## src/hdl/pls_pkg.sv

```systemverilog
// pls_pkg: shared constants, codes and types of the positional list store
// depends on nothing; imported by pls_cell and positional_list_store_core
package pls_pkg;

    localparam int PLS_DEPTH  = 16;
    localparam int WORD_W     = 32;
    localparam int POS_W      = 7;   // magnitude bits of the signed position
    localparam int CNT_W      = 5;   // fill count, bounded by the 5-bit capacity
    localparam int ACT_W      = 2;
    localparam int STAT_W     = 3;

    localparam logic [ACT_W-1:0] ACT_INSERT = 2'd0;
    localparam logic [ACT_W-1:0] ACT_GET    = 2'd1;
    localparam logic [ACT_W-1:0] ACT_DELETE = 2'd2;
    localparam logic [ACT_W-1:0] ACT_CLEAR  = 2'd3;

    localparam logic [STAT_W-1:0] ST_OK       = 3'd0;
    localparam logic [STAT_W-1:0] ST_MISSING  = 3'd1;
    localparam logic [STAT_W-1:0] ST_BAD_POS  = 3'd2;
    localparam logic [STAT_W-1:0] ST_FULL     = 3'd3;
    localparam logic [STAT_W-1:0] ST_NO_ENTRY = 3'd4;

    localparam logic [CNT_W-1:0] CAP_RESET = 5'd16;

    // per-cycle command broadcast to every cell
    typedef struct packed {
        logic             shift_up;  // accepted insert
        logic             shift_dn;  // accepted delete
        logic [POS_W-1:0] pos;       // clamped for insert, raw for get and delete
        logic [CNT_W-1:0] count;     // fill count before this request
    } pls_cmd_t;

endpackage

```

## src/hdl/positional_list_store_core.sv

```systemverilog
// positional_list_store_core: packed ordered word list built from a row of cells
// depends on pls_pkg and pls_cell
// latency: a request accepted at one edge has its result on m_tdata after that edge
// throughput: one request per cycle if s_tready is high; all entries shift in one step
// s_tready drops only while a finished result waits on a stalled master side
// reset clears the fill count, the output valid and sets the capacity to 16
// entry words are not reset; a cleared list never reads them
module positional_list_store_core
    import pls_pkg::*;
#(
    parameter int DEPTH = PLS_DEPTH
)
(
    input  logic        clk,
    input  logic        rst_n,
    // configuration: active capacity
    input  logic        cfg_we,
    input  logic [4:0]  cfg_wdata,
    // request side
    input  logic        s_tvalid,
    output logic        s_tready,
    input  logic [39:0] s_tdata,   // [7:0] position (signed), [39:8] item_value
    input  logic [1:0]  s_tuser,   // [1:0] action
    // result side
    output logic        m_tvalid,
    input  logic        m_tready,
    output logic [39:0] m_tdata    // [2:0] status, [34:3] read_value, [39:35] list_length
);

    localparam logic [7:0] DEPTH_W8 = 8'(DEPTH);

    // configuration and fill state
    logic [CNT_W-1:0] cap_reg;
    logic [CNT_W-1:0] count_reg;
    logic [CNT_W-1:0] count_next;

    // result register
    logic              out_valid_reg;
    logic [STAT_W-1:0] out_status_reg;
    logic [WORD_W-1:0] out_read_reg;
    logic [CNT_W-1:0]  out_len_reg;

    // request fields
    logic              req_acc;
    logic [ACT_W-1:0]  req_action;
    logic              req_neg;
    logic [POS_W-1:0]  req_pos;
    logic [WORD_W-1:0] req_word;

    logic [CNT_W-1:0]  eff_cap;
    logic [POS_W-1:0]  cap_ext;
    logic [POS_W-1:0]  count_ext;
    logic [POS_W-1:0]  ins_pos;
    logic [STAT_W-1:0] status;
    logic [WORD_W-1:0] read_word;
    logic [WORD_W-1:0] read_bus;
    pls_cmd_t          cmd;

    logic [WORD_W-1:0] cell_value [DEPTH];
    logic [WORD_W-1:0] cell_tap   [DEPTH];

    assign req_acc    = s_tvalid && s_tready;
    assign req_action = s_tuser;
    assign req_neg    = s_tdata[7];
    assign req_pos    = s_tdata[6:0];
    assign req_word   = s_tdata[39:8];

    // effective capacity: the smaller of the register and the cell count
    assign eff_cap   = ({3'b000, cap_reg} < DEPTH_W8) ? cap_reg : CNT_W'(DEPTH_W8);
    assign cap_ext   = POS_W'(eff_cap);
    assign count_ext = POS_W'(count_reg);
    // a position past the end is clamped to the current length
    assign ins_pos   = (req_pos > count_ext) ? count_ext : req_pos;

    always_comb
    begin
        status     = ST_OK;
        read_word  = '0;
        count_next = count_reg;
        cmd        = '0;
        cmd.count  = count_reg;
        cmd.pos    = req_pos;
        unique case (req_action) inside
            ACT_INSERT:
            begin
                cmd.pos = ins_pos;
                if (req_word == '0)
                    status = ST_MISSING;
                else if (req_neg || req_pos >= cap_ext)
                    status = ST_BAD_POS;
                else if (count_reg >= eff_cap)
                    status = ST_FULL;
                else
                begin
                    cmd.shift_up = req_acc;
                    count_next   = count_reg + 1'b1;
                end
            end
            ACT_GET, ACT_DELETE:
            begin
                if (req_neg || req_pos >= count_ext)
                    status = ST_NO_ENTRY;
                else
                begin
                    read_word = read_bus;
                    if (req_action == ACT_DELETE)
                    begin
                        cmd.shift_dn = req_acc;
                        count_next   = count_reg - 1'b1;
                    end
                end
            end
            ACT_CLEAR:
            begin
                count_next = '0;
            end
            default:
            begin
                status = ST_OK;
            end
        endcase
    end

    // row of cells, each wired to its two neighbors
    for (genvar i = 0; i < DEPTH; i++)
    begin : g_cell
        logic [WORD_W-1:0] left_v;
        logic [WORD_W-1:0] right_v;

        if (i == 0)
        begin : g_first
            assign left_v = '0;
        end
        else
        begin : g_mid_l
            assign left_v = cell_value[i-1];
        end

        if (i == DEPTH - 1)
        begin : g_last
            assign right_v = '0;
        end
        else
        begin : g_mid_r
            assign right_v = cell_value[i+1];
        end

        pls_cell #(
            .INDEX (i)
        ) u_cell (
            .clk         (clk),
            .cmd         (cmd),
            .ins_word    (req_word),
            .left_value  (left_v),
            .right_value (right_v),
            .value       (cell_value[i]),
            .tap         (cell_tap[i])
        );
    end

    // only the addressed cell drives a nonzero tap
    always_comb
    begin
        read_bus = '0;
        for (int k = 0; k < DEPTH; k++)
            read_bus = read_bus | cell_tap[k];
    end

    always_ff @(posedge clk or negedge rst_n)
    begin
        if (!rst_n)
        begin
            cap_reg       <= CAP_RESET;
            count_reg     <= '0;
            out_valid_reg <= 1'b0;
        end
        else
        begin
            if (cfg_we)
                cap_reg <= cfg_wdata;
            if (req_acc)
                count_reg <= count_next;
            if (req_acc)
                out_valid_reg <= 1'b1;
            else if (m_tready)
                out_valid_reg <= 1'b0;
        end
    end

    // result payload, no reset needed
    always_ff @(posedge clk)
    begin
        if (req_acc)
        begin
            out_status_reg <= status;
            out_read_reg   <= read_word;
            out_len_reg    <= count_next;
        end
    end

    // accept while the result slot is empty or being drained
    assign s_tready = !out_valid_reg || m_tready;
    assign m_tvalid = out_valid_reg;
    assign m_tdata  = {out_len_reg, out_read_reg, out_status_reg};

    // fill never exceeds the number of cells
    a_count_bound: assert property (@(posedge clk) disable iff (!rst_n)
        {3'b000, count_reg} <= DEPTH_W8)
        else $error("fill count beyond cell count");

    // clear empties the list
    a_clear: assert property (@(posedge clk) disable iff (!rst_n)
        (req_acc && req_action == ACT_CLEAR) |=> (count_reg == '0))
        else $error("clear left entries");

    // successful insert grows the list by one
    a_insert_grow: assert property (@(posedge clk) disable iff (!rst_n)
        (req_acc && cmd.shift_up) |=> (count_reg == $past(count_reg) + 1'b1))
        else $error("insert did not grow list");

    // every accepted request leaves a result
    a_result: assert property (@(posedge clk) disable iff (!rst_n)
        req_acc |=> m_tvalid)
        else $error("accepted request produced no result");

    // reported length matches the stored fill
    a_len_match: assert property (@(posedge clk) disable iff (!rst_n)
        req_acc |=> (out_len_reg == count_reg))
        else $error("reported length differs from fill count");

endmodule

```

## src/hdl/pls_cell.sv

```systemverilog
// pls_cell: one entry of the list with its neighbor shift logic
// depends on pls_pkg
module pls_cell
    import pls_pkg::*;
#(
    parameter int INDEX = 0
)
(
    input  logic              clk,
    input  pls_cmd_t          cmd,
    input  logic [WORD_W-1:0] ins_word,
    input  logic [WORD_W-1:0] left_value,
    input  logic [WORD_W-1:0] right_value,
    output logic [WORD_W-1:0] value,
    output logic [WORD_W-1:0] tap
);

    localparam logic [POS_W-1:0] IDX    = POS_W'(INDEX);
    localparam logic [POS_W:0]   IDX_P1 = (POS_W + 1)'(INDEX + 1);

    logic [WORD_W-1:0] value_reg;
    logic [WORD_W-1:0] value_next;
    logic [POS_W-1:0]  count_ext;

    assign count_ext = POS_W'(cmd.count);

    always_comb
    begin
        value_next = value_reg;
        if (cmd.shift_up)
        begin
            if (IDX == cmd.pos)
                value_next = ins_word;
            else if (IDX > cmd.pos && IDX <= count_ext)
                value_next = left_value;
        end
        else if (cmd.shift_dn)
        begin
            if (IDX >= cmd.pos && IDX_P1 < {1'b0, count_ext})
                value_next = right_value;
        end
    end

    always_ff @(posedge clk)
    begin
        value_reg <= value_next;
    end

    assign value = value_reg;
    // contributes to the shared read bus only when addressed
    assign tap   = (IDX == cmd.pos) ? value_reg : '0;

endmodule
```

## config.mk

```make
export PLATFORM = sky130hd
export DESIGN_NAME = positional_list_store_core
export DESIGN_NICKNAME = d
export VERILOG_FILES = /design/src/hdl/pls_pkg.sv /design/src/hdl/positional_list_store_core.sv /design/src/hdl/pls_cell.sv
export SDC_FILE = /design/constraint.sdc
export NUM_CORES = 1
export LEC_CHECK = 0
export BUFFER_PORTS_ARGS = -buffer_cell sky130_fd_sc_hd__buf_2
export CAP_MARGIN = 20
export CELL_PAD_IN_SITES_DETAIL_PLACEMENT = 1
export CELL_PAD_IN_SITES_GLOBAL_PLACEMENT = 1
export CORE_UTILIZATION = 50
export DETAILED_ROUTE_END_ITERATION = 7
export PLACE_DENSITY = 0.82
export SLEW_MARGIN = 30
export SYNTH_ARGS = -nofsm -noshare
export SYNTH_HDL_FRONTEND = slang
export SYNTH_SLANG_ARGS = --single-unit
```

## constraint.sdc

```tcl
create_clock -name clk -period 11.36 [get_ports clk]
set_input_delay 2.272 -clock clk [delete_from_list [all_inputs] [get_ports clk]]
set_output_delay 2.272 -clock clk [all_outputs]
set_load 0.01 [all_outputs]
```

**Yosys cells after proc, flatten, opt, wreduce, memory -nomap -nowiden**

Cells that the tools add are included.

- Bits in registers: 563
- Input bits: 52
- Output and inout port bits: 42
- Logic and storage cells: 338

- $add $sub $neg: 2
- $lt $le $gt $ge: 69
- Equal/unequal tests: 34
- Multiplexer cells: 119
- Bitwise gates (word level): 16
- Reduce and logical (&&, ||, !) cells: 76

Operators with widths:

| operator | count |
|---|---|
| 32-bit 2-to-1 mux | 96 |
| 32-bit bitwise OR | 15 |
| 4-bit by 7-bit equality test with 1-bit output (first input constant) | 8 |
| 4-bit by 7-bit >= comparator with 1-bit output (first input constant) | 8 |
| 4-bit by 7-bit greater-than comparator with 1-bit output (first input constant) | 8 |
| 3-bit by 1-bit inequality test with 1-bit output (second input constant) | 16 |
| 3-bit AND reduction | 16 |
| 4-bit by 5-bit <= comparator with 1-bit output (first input constant) | 8 |
| 4-bit by 5-bit less-than comparator with 1-bit output (first input constant) | 8 |
| 2-bit nonzero test | 18 |
| 1-bit logical AND | 33 |
| 32-bit zero test | 1 |
| 5-bit 2-to-1 mux | 6 |
| 3-bit by 7-bit equality test with 1-bit output (first input constant) | 4 |
| 3-bit by 7-bit >= comparator with 1-bit output (first input constant) | 4 |
| 3-bit by 7-bit greater-than comparator with 1-bit output (first input constant) | 4 |
| 3-bit by 5-bit <= comparator with 1-bit output (first input constant) | 4 |
| 3-bit by 5-bit less-than comparator with 1-bit output (first input constant) | 4 |
| 5-bit case mux with 3 select lines | 1 |
| 2-bit by 7-bit equality test with 1-bit output (first input constant) | 2 |
| 1-bit by 7-bit >= comparator with 1-bit output (first input constant) | 2 |
| 2-bit by 7-bit >= comparator with 1-bit output (first input constant) | 2 |
| 7-bit by 5-bit >= comparator with 1-bit output | 2 |
| 1-bit by 7-bit greater-than comparator with 1-bit output (first input constant) | 2 |
| 25 further kinds | 44 |

**Depth between registers and ports, before layout**

- Word-level depth: 20
- Gate-level depth with buffers: 15
- Depth with buffers taken out: 10

**By module**

From an unflattened synthesis, not the netlist that was laid out.

- Cells, all modules: 4,092
- Area, all modules: 37,004.2 um^2

By module, submodules not included:

| module | instances | cells an instance | area an instance (um^2) | sequential area each (um^2) |
|---|---|---|---|---|
| positional_list_store_core | 1 | 420 | 3,926.3 | 1,477.7 |
| pls_cell at g_cell[3].u_cell | 1 | 234 | 2,203.4 | 960.9 |
| pls_cell at g_cell[6].u_cell | 1 | 249 | 2,165.8 | 960.9 |
| pls_cell at g_cell[5].u_cell | 1 | 230 | 2,144.6 | 960.9 |
| pls_cell at g_cell[0].u_cell | 1 | 225 | 2,090.8 | 960.9 |
| pls_cell at g_cell[1].u_cell | 1 | 228 | 2,079.5 | 960.9 |
| pls_cell at g_cell[10].u_cell | 1 | 229 | 2,070.7 | 960.9 |
| pls_cell at g_cell[11].u_cell | 1 | 230 | 2,067.0 | 960.9 |
| pls_cell at g_cell[8].u_cell | 1 | 227 | 2,064.5 | 960.9 |
| pls_cell at g_cell[13].u_cell | 1 | 230 | 2,059.5 | 960.9 |
| pls_cell at g_cell[2].u_cell | 1 | 228 | 2,053.2 | 960.9 |
| pls_cell at g_cell[15].u_cell | 1 | 227 | 2,043.2 | 960.9 |
| pls_cell at g_cell[4].u_cell | 1 | 228 | 2,033.2 | 960.9 |
| pls_cell at g_cell[7].u_cell | 1 | 228 | 2,026.9 | 960.9 |
| +3 rows | -- | -- | -- | -- |

**Worst setup path after synthesis**

Ideal clock, no wire load.

- Kind: input to register
- Start: input port m_tready
- End: register g_cell[12].u_cell.value_reg[0] (enable)
- Library setup time: 0.595 ns
- Arrival: 9.431 ns
- Required time: 10.765 ns
- Slack: 1.334 ns
- Stages: 8
- Path buffers: 1
- Path through: nand2b_1 > nand2_1 > inv_1 > clkbuf_1 > nand2_1 > nor2_1 > nand3_1 > a2111oi_0

- Cells in the longest elaborated chain, start to end: 8
- Elaborated cells between the ends (all ways): 13
- Those cells by class: eq/ne: 1; mux: 7; reduce/logical: 5

RTL lines:

| what | line | source |
|---|---|---|
| start, declared | positional_list_store_core.sv:26 | `input logic m_tready,` |
| 1-bit logical OR (*) | positional_list_store_core.sv:202 | `assign s_tready = !out_valid_reg \|\| m_tready;` |
| 1-bit logical AND (*) | positional_list_store_core.sv:62 | `assign req_acc = s_tvalid && s_tready;` |
| named net req_acc | positional_list_store_core.sv:44 | `logic req_acc;` |
| 1-bit 2-to-1 mux | positional_list_store_core.sv:91 | `else if (count_reg >= eff_cap)` |
| 1-bit 2-to-1 mux | positional_list_store_core.sv:89 | `else if (req_neg \|\| req_pos >= cap_ext)` |
| 1-bit 2-to-1 mux | positional_list_store_core.sv:87 | `if (req_word == '0)` |
| 1-bit 2-to-1 mux | positional_list_store_core.sv:83 | `unique case (req_action) inside` |
| 3-bit by 1-bit inequality test with 1-bit output (no line) / 2-bit nonzero test (equally long branches) | -- |  |
| 3-bit AND reduction (no line) (*) | -- |  |
| end signal, assigned | pls_cell.sv:46 | `value_reg <= value_next;` |
| end, declared | pls_cell.sv:21 | `logic [WORD_W-1:0] value_reg;` |

Mark *: on every way through the listed nets, which the timed path passes. The rest lies on a longest branch.
A chain may end at the register's enable or synchronous reset.

**Worst setup path after layout**

- Start: input port s_tdata[15]
- End: register g_cell[3].u_cell.value_reg[12] (enable)

- Cells in the longest elaborated chain, start to end: 5
- Elaborated cells between the ends (all ways): 7
- Those cells by class: eq/ne: 1; mux: 2; reduce/logical: 4

RTL lines:

| what | line | source |
|---|---|---|
| start, declared | positional_list_store_core.sv:22 | `input logic [39:0] s_tdata,` |
| 32-bit zero test (*) | positional_list_store_core.sv:87 |  |
| 1-bit 2-to-1 mux (*) | positional_list_store_core.sv:87 |  |
| 1-bit 2-to-1 mux (*) | positional_list_store_core.sv:83 |  |
| 3-bit by 1-bit inequality test with 1-bit output (no line) / 2-bit nonzero test (equally long branches) | -- |  |
| 3-bit AND reduction (no line) (*) | -- |  |
| end signal, assigned | pls_cell.sv:46 |  |
| end, declared | pls_cell.sv:21 |  |

Mark *: on every way between the ends. The rest lies on a longest branch, timed or not.

==> impl_metrics.tcl <==
set metrics [dict create \
    synth.avg_cell_area_sq_um 9.330 \
    status "finished, final reports clean" \
    worst_path_max_delay_cell "nor4_1" \
    synth-seq-cells 563 \
    rsz0062_at_grt "no" \
    power_per_cell_area_nw_per_um2 137.6 \
    worst_path_most_repeated_cell "buf_4" \
    die_w_um 255.8 \
    initial_utilization_pct 50.89 \
    layout.cells.most_common_list "801 x nand2_1, 552 x edfxtp_1, 498 x nor2_1" \
    clkSlewWorstSetupHoldPaths_ns 0.06 \
    timing_worst_setup_path_type "primary input to flip-flop" \
    ys_warn_count 0 \
    areaGrowthSynthToFinish_pct 9.209 \
    start_kind "primary input" \
    nFillCells 7120 \
    pin_count_of_the_biggest_net_entering_global_routing 253 \
    antenna_violating_nets_post_route 0 \
    worst_slew_pin_slew_ns 1.127 \
    die_area_sq_um 65450 \
    numCtsBuffers 61 \
    via_count 29900 \
    die_h_um 255.8 \
    dpl_cell_area_sq_um 33090 \
    post_synth_num_cell_types 71 \
    synth_seq_area_share_pct 52.31 \
    setup-violations-final 0 \
    min-delay-path-class "flip-flop to flip-flop" \
    wire_length_of_the_first_global_routing_pass_um 191800 \
    fin_crit_ns 6.880 \
    vias_in_the_first_global_route 29690 \
    report.final.hold_viol_count 0 \
    fin_setup_tns_ns 0 \
    synth_top_area_share_pct 51.45 \
    stdcell_count 4243 \
    synthArstFlopShare_pct 1.954 \
    max_ffs_per_register 512 \
    setup.reg_to_reg.worst_slack_ns 5.36 \
    worst_ir_drop_vdd_uv 116.7 \
    cts.htree.levels 2 \
    global_route.usage.total_pct 38.76 \
    post_cts_sizing 0 \
    critical_path_arrival_ns 7.16 \
    timing.fmax_ghz 0.1453 \
    total_leakage_power_nw 12.15 \
    grt_antenna_before_repair 6 \
    drc 0 \
    drt-pass1-iter-count 8 \
    switching_share_pct 26.27 \
    critical_path.reg2reg.endpoint "g_cell[11].u_cell.value[2]$_DFFE_PP_" \
    synth_nets 3528 \
    worst_hold_path.num_cells 1 \
    clock_power_share_pct 42.8 \
    drive_gt1_share_pct 9.584 \
    drt-wirelength-per-cell_um 30.70 \
    overflow 0 \
    reg2regPathDepth 12 \
    timing.max_cap.violations 0 \
    req_time_crit_path_ns 11.64 \
    numClockSinks 563 \
    worstHoldStart "cap_reg[2]$_DFFE_PN0P_" \
    finalCritPeriodShare_pct 60.57 \
    synth.area.top_cells "edfxtp_1 51%, nand2_1 9.3%, a31oi_1 6.3%" \
    finalHoldWorstSlack_ns 0.5173 \
    route.final.wire_length_um 130300 \
    clock_skew_ns 0.02060 \
    delay_of_the_slowest_cell_on_the_worst_path_ns 1.00 \
    holdBufCountCts 0 \
    worstSetupEndpointType "flip-flop" \
    place_hpwl_um 71240 \
    netlist_instances 3453 \
    postCtsSetupRepairBufs 0 \
    share_seq_of_total_power_pct 47.4 \
    ff_latch_area_sq_um 16850 \
    clock_path_buffers 3 \
    final_common_cell "nand2_1" \
    ctsRootBufferMaster "clkbuf_16" \
    postSynth.topFlopCell "edfxtp_1" \
    p_total_w 0.004840 \
    place.gp.congestion 0.9225 \
    regToRegStartpoint "count_reg[0]$_DFFE_PN0P_" \
    dp.cells 4125 \
    critical_path.cell_chain "buf_2, nor4_1, nand4_1, nor2_1, nor3_2, nand3_4, buf_4, o21ai_0, a21oi_4, buf_4" \
    tritoncts "yes" \
    path_max_fanout 41 \
    floorplan.io_pins 94 \
    p_int_w 0.003568 \
    post-synth-top-area-cell "edfxtp_1" \
    nets 3419 \
    numPortBuffers 93 \
    row_count 92 \
    routed_via_density 7.046 \
    core_area_sq_um 63310 \
    drt-initial-drc-count 5058 \
    multi_input_comb_area_sq_um 14070 \
    switching_power_w 0.001271 \
    insertion_delay_of_the_later_clocked_pin_in_the_worst_skew_pair_ns 0.66 \
    final_max_slew_viol_count 0 \
    power_share_of_the_combinational_group_pct 9.8 \
    slew_headroom_pct 24.15 \
    postLayoutCellArea_sq_um 35180 \
    synth_enable_flop_cells 552 \
    worst_hold_path.endpoint "cap_reg[2]$_DFFE_PN0P_" \
    synth.cell_area_sq_um 32220 \
]
cell families after synthesis:
| group | share of synthesized area, % |
|---|---|
| XOR/XNOR | 0.1087 |
| multiplexers | 5.911 |
| buffers and inverters | 5.088 |
| AO/OA/AOI/OAI | 17.99 |
| adder cells (fa/ha/maj) | 0.8933 |
| AND/OR/NAND/NOR | 17.69 |
| flip-flops | 52.31 |
power groups by stage:
stage	logic (W)	registers, W	clock network (W)
floorplan	0.000287	0.00233	0
global placement	0.000435	0.00234	0
detailed placement	0.000451	0.00234	0
CTS	0.000456	0.00229	0.00207
global route	0.000493	0.00229	0.00215
finish	0.000476	0.00229	0.00207
synthesized netlist by cell type, drive strengths merged, types with 6 or more instances:
cell	n
nor3	22
nand2b	8
o21ai	26
a31oi	325
nor4	12
clkbuf	136
nand2	802
o22ai	17
edfxtp	552
o211ai	22
mux2i	174
nor2	501
a222oi	32
o31ai	6
dfrtp	10
a21oi	231
inv	12
buf	202
ha	23
mux2	9
nand4	6
nand3	71
a22oi	191
worst max-delay path: cells and delay by family:
family	cells	cell delay (ns)
AND/OR/NAND/NOR	5	2.66
buffers and inverters	3	1.46
AO/OA/AOI/OAI	2	0.71
layout make-up:
cell class | count | share of cell area [%]
Sequential cell | 563 | 47.90
Multi-Input combinational cell | 2539 | 39.99
Clock buffer | 68 | 4.474
Timing Repair Buffer | 166 | 3.218
Tap cell | 846 | 3.009
Clock inverter | 42 | 1.227
Inverter | 13 | 0.1387
Antenna cell | 6 | 0.04268
layer usage:
layer	global-route usage [%]	share of wire, %	up-vias
met1	51.26	37	14810
met5	0	0.011	-
met2	59.96	45	2207
met4	18.30	5.0	2
met3	9.447	13	474
li1	-	-	12400
worst max path at each step:
stage / start / endpoint / slack, ns / depth (start not counted)
global route: s_tdata[25] / g_cell[3].u_cell.value[15]$_DFFE_PP_ / 4.59 / 10
floorplan: m_tready / g_cell[12].u_cell.value[0]$_DFFE_PP_ / 1.33 / 8
finish: s_tdata[15] / g_cell[3].u_cell.value[12]$_DFFE_PP_ / 4.48 / 10
detailed placement: s_tdata[0] / g_cell[14].u_cell.value[5]$_DFFE_PP_ / 3.77 / 13
CTS: s_tdata[0] / g_cell[14].u_cell.value[1]$_DFFE_PP_ / 4.49 / 13
global placement: s_tdata[0] / g_cell[14].u_cell.value[5]$_DFFE_PP_ / 3.93 / 13
through the flow:
step / util, % / setup WS [ns]
after floorplan: - / 1.334
after CTS: 55.44 / 4.486
final: 55.57 / 4.480
after global placement: 52.17 / 3.932
after detailed placement: 52.27 / 3.774
after global routing: 55.56 / 4.589
Note: power is estimated with default switching activity, not from simulation.
